[src/hdl/ppbp_pkg.sv]
// ----------------------------------------------------------------------------
// ppbp_pkg
// Shared widths, command codes, control records and arithmetic helpers for
// the path-based perceptron branch predictor.
// ----------------------------------------------------------------------------
package ppbp_pkg;

  // Default geometry.
  localparam int HISTORY_LENGTH_DEF = 15;
  localparam int NUM_ROWS_DEF       = 64;
  localparam int ADDR_SHIFT_DEF     = 2;

  // Fixed field widths.
  localparam int CMD_W    = 3;
  localparam int ADDR_W   = 48;
  localparam int SUM_W    = 12;
  localparam int WGT_W    = 8;
  localparam int THRESH_W = 12;
  localparam int PADDR_W  = 3;
  localparam int PDATA_W  = 32;

  // Training threshold after reset.
  localparam logic [THRESH_W-1:0] THRESH_RESET = 12'd54;

  // Register addresses.
  localparam logic [PADDR_W-1:0] REG_THRESHOLD = 3'd0;

  // Command codes.
  localparam logic [CMD_W-1:0] CMD_PREDICT = 3'd0;
  localparam logic [CMD_W-1:0] CMD_UNCOND  = 3'd1;
  localparam logic [CMD_W-1:0] CMD_RESOLVE = 3'd2;
  localparam logic [CMD_W-1:0] CMD_SQUASH  = 3'd3;
  localparam logic [CMD_W-1:0] CMD_BTBMISS = 3'd4;

  // Saturation limits.
  localparam logic signed [SUM_W+1:0] SUM_MAX = 14'sd2047;
  localparam logic signed [SUM_W+1:0] SUM_MIN = -14'sd2048;
  localparam logic signed [WGT_W-1:0] WGT_MAX = 8'sd127;
  localparam logic signed [WGT_W-1:0] WGT_MIN = -8'sd128;

  // Commands from the controller to the datapath.
  typedef struct packed {
    logic load_in;
    logic exec;
    logic rd_train;
    logic wr_train;
    logic clear_wr;
    logic out_load;
  } ctrl_t;

  // Status from the datapath to the controller.
  typedef struct packed {
    logic train_req;
    logic clear_last;
  } stat_t;

  // Clamp a widened sum into the signed 12-bit range.
  function automatic logic signed [SUM_W-1:0] sat_sum(input logic signed [SUM_W+1:0] v);
    logic signed [SUM_W+1:0] c;
    begin
      c = v;
      if (v > SUM_MAX) begin
        c = SUM_MAX;
      end else if (v < SUM_MIN) begin
        c = SUM_MIN;
      end
      return c[SUM_W-1:0];
    end
  endfunction

  // One saturating training step of a weight.
  function automatic logic signed [WGT_W-1:0] step_weight(input logic signed [WGT_W-1:0] w,
                                                          input logic up);
    logic signed [WGT_W-1:0] r;
    begin
      r = w;
      if (up && (w != WGT_MAX)) begin
        r = w + 8'sd1;
      end else if (!up && (w != WGT_MIN)) begin
        r = w - 8'sd1;
      end
      return r;
    end
  endfunction

endpackage

[src/hdl/ppbp_ctrl.sv]
// ----------------------------------------------------------------------------
// ppbp_ctrl
// Sequencer of the predictor: clearing pass, table read, execution,
// training read-modify-write and hand-over to the output register.
// ----------------------------------------------------------------------------
module ppbp_ctrl (
  input  logic            clk,
  input  logic            rst,
  input  logic            in_valid,
  output logic            in_stall,
  output logic            out_valid,
  input  logic            out_stall,
  input  ppbp_pkg::stat_t stat,
  output ppbp_pkg::ctrl_t ctrl
);

  localparam logic [2:0] S_CLEAR = 3'd0;
  localparam logic [2:0] S_IDLE  = 3'd1;
  localparam logic [2:0] S_READ  = 3'd2;
  localparam logic [2:0] S_EXEC  = 3'd3;
  localparam logic [2:0] S_TRD   = 3'd4;
  localparam logic [2:0] S_TWR   = 3'd5;
  localparam logic [2:0] S_DONE  = 3'd6;

  logic [2:0] state;
  logic [2:0] state_next;
  logic       out_free;

  // The output register can take a result when empty or being emptied.
  assign out_free = !out_valid || !out_stall;
  assign in_stall = (state != S_IDLE);

  // Next state and commands.
  always_comb begin
    state_next    = state;
    ctrl          = '0;
    case (state)
      S_CLEAR: begin
        ctrl.clear_wr = 1'b1;
        if (stat.clear_last) begin
          state_next = S_IDLE;
        end
      end
      S_IDLE: begin
        if (in_valid) begin
          ctrl.load_in = 1'b1;
          state_next   = S_READ;
        end
      end
      S_READ: begin
        state_next = S_EXEC;
      end
      S_EXEC: begin
        ctrl.exec  = 1'b1;
        state_next = stat.train_req ? S_TRD : S_DONE;
      end
      S_TRD: begin
        ctrl.rd_train = 1'b1;
        state_next    = S_TWR;
      end
      S_TWR: begin
        ctrl.wr_train = 1'b1;
        state_next    = S_DONE;
      end
      S_DONE: begin
        if (out_free) begin
          ctrl.out_load = 1'b1;
          state_next    = S_IDLE;
        end
      end
      default: begin
        state_next = S_IDLE;
      end
    endcase
  end

  // State and output valid flag.
  always_ff @(posedge clk) begin
    if (rst) begin
      state     <= S_CLEAR;
      out_valid <= 1'b0;
    end else begin
      state <= state_next;
      if (ctrl.out_load) begin
        out_valid <= 1'b1;
      end else if (!out_stall) begin
        out_valid <= 1'b0;
      end
    end
  end

endmodule

[config.mk]
export PLATFORM = sky130hd
export DESIGN_NAME = ppbp_ctrl
export DESIGN_NICKNAME = d
export VERILOG_FILES = /design/src/hdl/ppbp_pkg.sv /design/src/hdl/ppbp_ctrl.sv
export SDC_FILE = /design/constraint.sdc
export NUM_CORES = 1
export LEC_CHECK = 0
export BUFFER_PORTS_ARGS = -buffer_cell sky130_fd_sc_hd__buf_2
export CORE_AREA = 2 2 39 41
export CTS_CLUSTER_DIAMETER = 50
export DETAILED_ROUTE_END_ITERATION = 16
export DIE_AREA = 0 0 41 43
export GPL_ROUTABILITY_DRIVEN = 0
export HOLD_SLACK_MARGIN = 0.08
export SLEW_MARGIN = 20
export SYNTH_ARGS = -nofsm -noshare
export SYNTH_HDL_FRONTEND = slang
export SYNTH_SLANG_ARGS = --single-unit
[constraint.sdc]
create_clock -name clk -period 1.4 [get_ports clk]
set_clock_uncertainty 0.2 [all_clocks]
set_input_delay 0.21 -clock clk [delete_from_list [all_inputs] [get_ports clk]]
set_output_delay 0.21 -clock clk [all_outputs]
set_load 0.01 [all_outputs]
==> flow_summary_export.csv, run 1 <==
group,metric,value,unit
finish,num_antenna_cells,0,
timing,maxSlewViolCount,0,
power,powerDensity,829.1,nW/um2
setup_path,reg2reg_from,"state[1]",
logic_synthesis,synth_nets,39,
floorplan,core,1384,um2
hold_path,hp-class,"primary input to flip-flop",
hold_path,hold_path_depth,3,
timing,finalHoldViolCount,0,
setup_path,crit_path_max_fanout,4,
logic_synthesis,synth.area.mux_share,0,%
logic_synthesis,yosysTopAreaCellShare,31.68,%
setup_path,reg2reg_depth,3,
logic_synthesis,yosysWarningCount,0,
global_routing,use_met1,11.29,%
routing,drtIter0Drc,3,
clock_network,cts_sinks,4,
finish,synthToLayoutAreaGrowth,98.02,%
timing,worst_slew_pin_slew,0.1858,ns
routing,antenna_left,0,
timing,rsz0062_at_grt,"yes",
logic_synthesis,ys.flop_type,"dfxtp_1",
placement,io_buffers,13,
floorplan,die-width,41,um
global_routing,use_met2,13.44,%
logic_synthesis,synth_edf_count,0,
routing,viasPerCell,4.211,
logic_synthesis,synth-compound-area-share,21.29,%
timing,max_freq,673.9,MHz
clock_network,cts_buffers,3,
outcome,violations,"negative setup slack",
power,ir_drop,0.0004595,V
routing,vias,320,
finish,final_layout_size_suffix_gt1_share,61.67,%
timing,tns,-0.2597,ns
logic_synthesis,yosys-top-cells-count,"4 x dfxtp_1, 4 x nand2_1, 3 x nor2_1",
global_routing,grt_pass1_wl,1.131,mm
clock_network,cts_buffer_depth,2,
job,cap_violations,0,
setup_path,start_kind,"flip-flop",
clock_network,clk_transition_reported_paths,0.04,ns
global_routing,grt_pass1_vias,278,
clock_network,clk_latency,0.25,ns
logic_synthesis,synth-xor-area-share,0,%
setup_path,worst-setup-path-type,"flip-flop to output pin",
hold_path,holdPathEnd,"state[0]",
global_routing,grt_use_total,9.950,%
clock_network,h-tree-depth,1,
timing,fin_crit_sh,106.0,%
floorplan,rows,14,
routing,firstDrtPassIters,2,
logic_synthesis,yosys.area_share.simple,37.13,%
finish,seq_area,88.84,um2
setup_path,r2r-end,"state[0]",
clock_network,tritoncts,"yes",
floorplan,die_h,43,um
logic_synthesis,async_reset_ff_share,0,%
timing,min_period,1.484,ns
placement,hpwl,453,um
floorplan,io_pins,14,
logic_synthesis,yosysSeqAreaShare,31.68,%
global_routing,antenna_found_initial,0,
timing,finalSetupViolCount,6,
timing,fin_worst_hold_slack,0.09457,ns
setup_path,endpoint_kind,"output pin",
hold_path,worstHoldStart,"in_valid",
global_routing,grt_max_degree,7,
logic_synthesis,synth_top_family_by_area,"simple AND/OR/NAND/NOR gates",
setup_path,ff2ff_setup_slack,0.06,ns
global_routing,grt-ovfl-total,0,
floorplan,start_util,18.26,%
global_routing,grt_use_met3,6.283,%
logic_synthesis,yosys.area.top_type,"dfxtp_1",
logic_synthesis,syn_inst,33,
finish,multi_input_area,176.4,um2
logic_synthesis,synth_area_leaders,"dfxtp_1 32%, nand2_1 5.9%, buf_6 4.5%",
outcome,status,"finished, violations left",
logic_synthesis,avgSynthCellArea,7.659,um2
setup_path,cp.arrival,1.07,ns
logic_synthesis,ys_types,23,
setup_path,cp_data_required_time,0.99,ns
routing,drt_wl_total,732,um
power,p_leak,0.2400,nW
finish,fillCellCount,149,
logic_synthesis,synth_seq_cells,4,
routing,wl_per_cell,9.632,um
routing,drc,0,
timing,slew_headroom,87.56,%
floorplan,die_area,1763,um2
logic_synthesis,synthAdderAreaFrac,0,%
timing,setup_slack,-0.08380,ns
global_routing,grt.busiest_layer,"met2",
finish,nNetsFinal,68,
logic_synthesis,syn_area,252.7,um2
clock_network,root_buffer,"clkbuf_4",
## flip-flops by register name (all words and copies together) (netlist names)
register,count
state,3
out_valid,1
## cell usage in the layout (no fill, tap or decap), types with 2 or more instances in the layout
master         synthesis  routed
nand2_1                4       4
buf_6                  1       3
buf_4                  0       8
clkbuf_4               0       3
nor2_1                 3       3
buf_2                  2      13
dlygate4sd3_1          0       3
dfxtp_4                0       2
## layer usage
| layer | part of all wire [%] | up-vias |
|---|---|---|
| met4 | 1.1 | 0 |
| met2 | 48 | 12 |
| met5 | 0 | - |
| met1 | 41 | 134 |
| met3 | 9.4 | 2 |
| li1 | - | 172 |
## critical path: stages, from the launching register on
cell and delay [ns]:
dfxtp_2 0.34, and2b_2 0.23, and2_1 0.13, buf_2 0.13
## cell families after synthesis
family | count (synthesis)
buffers and inverters | 4
AO/OA/AOI/OAI | 8
flip-flops | 4
AND/OR/NAND/NOR | 17
## where the power goes
group,internal [mW],total [mW],switching (mW)
Sequential,0.122,0.132,0.0103
Clock,0.0965,0.153,0.0563
Combinational,0.0778,0.130,0.0521
Total,0.296,0.415,0.119
## stage by stage
| stage | total power [mW] | instances | util [%] | setup slack, ns | instance area [um2] |
|---|---|---|---|---|---|
| after global routing | 0.4482 | 76 | 36.17 | -0.1739 | 500.5 |
| after CTS | 0.3887 | 74 | 33.18 | -0.07844 | 459.2 |
| after global placement | 0.2171 | 64 | 25.59 | 0.07193 | 354.1 |
| after floorplan | 0.1839 | 33 | - | 0.07532 | 252.7 |
| final | 0.4150 | 76 | 36.17 | -0.08380 | 500.5 |
| after detailed placement | 0.2170 | 64 | 25.59 | 0.05092 | 354.1 |
## cell type report
type	instances	share of cell area (%)
tap	16	4.000
sequential	4	17.75
clock buffer	3	4.500
multi-input combinational	25	35.25
inverter	1	0.7500
timing repair buffer	27	37.75
## how the worst max path moves through the flow
stage	endpoint	cells past startpoint	slack [ns]	from
2_1_floorplan	ctrl[5]	4	0.08	state[1]
3_3_place_gp	state[0]	3	0.07	state[2]
3_5_place_dp	state[0]	3	0.05	state[2]
4_1_cts	ctrl[2]	3	-0.08	state[1]
5_1_grt	ctrl[5]	4	-0.17	state[1]
6_report	ctrl[2]	3	-0.08	state[1]
## timing repair
item / CTS / global route
hold endpoints to repair: 3 / 0
buffers inserted: 4 / 2
hold buffers: 3 / 0
pin swaps: 2 / 3
resized for setup: 8 / 7
setup endpoints to repair: 7 / 8
(Power assumes the default switching activity.)
==> run 2, diff against run 1 <==
--- a/config.mk
+++ b/config.mk
@@ -6,10 +6,11 @@
 export NUM_CORES = 1
 export LEC_CHECK = 0
 export BUFFER_PORTS_ARGS = -buffer_cell sky130_fd_sc_hd__buf_2
-export CORE_AREA = 2 2 39 41
+export CORE_AREA = 4 4 41 43
+export CTS_BUF_LIST = sky130_fd_sc_hd__clkbuf_2 sky130_fd_sc_hd__clkbuf_4 sky130_fd_sc_hd__clkbuf_8
 export CTS_CLUSTER_DIAMETER = 50
 export DETAILED_ROUTE_END_ITERATION = 16
-export DIE_AREA = 0 0 41 43
+export DIE_AREA = 0 0 45 47
 export GPL_ROUTABILITY_DRIVEN = 0
 export HOLD_SLACK_MARGIN = 0.08
 export SLEW_MARGIN = 20
==> run 2 against run 1 <==
Clock-buffer cell count unchanged. Clock power down 5%. The run still ends with negative setup slack left. Sequential cell count unchanged. Critical path type unchanged. Highest routed layer unchanged.
==> flow_summary_export.csv, run 2 (synthesized netlist as in run 1, its figures left out) <==
group,metric,value,unit
outcome,violations,"negative setup slack",
routing,firstDrtPassIters,4,
setup_path,reg2reg_from,"state[1]",
global_routing,grt_use_total,7.899,%
power,p_switching,0.1100,mW
placement,io_buffers,13,
finish,fillCellCount,161,
clock_network,tritoncts,"yes",
floorplan,rows,13,
setup_path,cp.arrival,1.09,ns
global_routing,grt_pass1_wl,1.117,mm
finish,final_cell_mix,"13 x buf_2, 5 x buf_4, 4 x nand2_1",
timing,fin_crit_sh,107.0,%
finish,seq_area,88.84,um2
setup_path,start_kind,"flip-flop",
timing,worst_slew_pin_slew,0.1927,ns
global_routing,antenna_found_initial,0,
power,p_seq_share,34.0,%
clock_network,root_buffer,"clkbuf_4",
routing,antenna_left,0,
floorplan,die-width,45,um
power,p_leak,0.2120,nW
routing,drtIter0Drc,4,
clock_network,cts_sinks,4,
timing,slew_headroom,87.07,%
floorplan,die_h,47,um
power,p_comb_share,29.1,%
timing,min_period,1.499,ns
setup_path,worst-setup-path-type,"flip-flop to output pin",
power,ir_drop,0.0003276,V
setup_path,endpoint_kind,"output pin",
global_routing,grt_pass1_vias,264,
routing,vias,308,
finish,top_register,"state",
finish,final_area,457.9,um2
setup_path,ff2ff_setup_slack,0.07,ns
finish,num_antenna_cells,0,
finish,final_layout_size_suffix_gt1_share,60.00,%
global_routing,grt_max_degree,8,
floorplan,start_util,19.42,%
setup_path,critPathLaunch,"state[0]",
timing,setup_slack,-0.09851,ns
floorplan,die_area,2115,um2
power,power,0.3918,mW
global_routing,grt-ovfl-total,0,
setup_path,endpoint,"ctrl[2]",
finish,nNetsFinal,63,
placement,post_dp_cell_area,352.8,um2
power,power_frac_clock,37.0,%
routing,wl_per_cell,10.79,um
placement,place_inst,63,
placement,hpwl,500.5,um
timing,finalHoldViolCount,0,
clock_network,clk_latency,0.24,ns
routing,viasPerCell,4.400,
job,cap_violations,0,
timing,max_freq,667.3,MHz
floorplan,io_pins,14,
outcome,status,"finished, violations left",
setup_path,cp_data_required_time,0.99,ns
finish,fin_cells,70,
clock_network,clk_transition_reported_paths,0.04,ns
routing,drt_wl_total,755,um
power,powerDensity,855.5,nW/um2
power,switching_share,28.09,%
floorplan,core,1301,um2
setup_path,r2r-end,"state[0]",
clock_network,h-tree-depth,1,
timing,tns,-0.2629,ns
hold_path,hp-class,"primary input to flip-flop",
clock_network,cts_buffers,3,
routing,drc,0,
timing,maxSlewViolCount,0,
finish,reg.largest.list,"state: 3 flops, out_valid: 1 flops",
timing,rsz0062_at_grt,"yes",
clock_network,cts_buffer_depth,2,
placement,pre_cts_ws,0.06002,ns
finish,largest_register_ff_count,3,
power,internal_power,0.2817,mW
setup_path,reg2reg_depth,4,
finish,final_common_cell,"buf_2",
setup_path,crit_path_max_fanout,7,
timing,finalSetupViolCount,4,
finish,synthToLayoutAreaGrowth,81.19,%
finish,multi_input_area,180.2,um2
[run 2: worst min-delay path by stage]
| stage | from | end | cells past startpoint |
|---|---|---|---|
| final | in_valid | state[0] | 3 |
| after global routing | in_valid | state[0] | 3 |
| after CTS | in_valid | state[0] | 3 |
| after detailed placement | rst | state[0] | 2 |
| after global placement | rst | state[0] | 2 |
| after floorplan | rst | state[0] | 1 |
[run 2: critical path, stage by stage (launching register included)]
cell and delay, ns:
dfxtp_4 0.36, and2b_2 0.23, and2_1 0.13, buf_2 0.13
[run 2: repair_timing]
item                                    4_1_cts  5_1_grt
hold buffers                                  3        0
buffers inserted                              1        0
pin swaps                                     2        5
endpoints found under the hold margin         3        0
endpoints found under the setup margin        7        9
gates resized for setup                       5        9
[run 2: per-layer routing]
metal	wire, um	global-route usage (%)	vias to the layer above
met1	319	8.409	134
met5	0	0	-
met4	15	5.263	0
li1	-	-	161
met2	359	11.86	11
met3	60	4.598	2
[run 2: cell type report]
type / instances / area share [%]
inverters: 1 / 0.8197
well taps: 15 / 4.098
clock buffers: 3 / 4.918
repair buffers: 22 / 31.42
multi-input cells: 25 / 39.34
flip-flops and latches: 4 / 19.40
[run 2: metrics by stage]
| step | util, % | hold WS [ns] |
|---|---|---|
| after global placement | 27.12 | 0.2128 |
| after CTS | 32.69 | 0.08877 |
| after detailed placement | 27.12 | 0.2172 |
| after floorplan | - | 0.08214 |
| final | 35.19 | 0.07736 |
| after global routing | 35.19 | 0.09089 |
[run 2: power by group through the flow]
stage               clock, mW  sequential, mW  combinational [mW]
global route            0.166           0.135               0.125
global placement            0           0.133              0.0856
CTS                     0.151           0.133               0.100
floorplan                   0           0.126              0.0576
detailed placement          0           0.134              0.0864
finish                  0.145           0.133               0.114
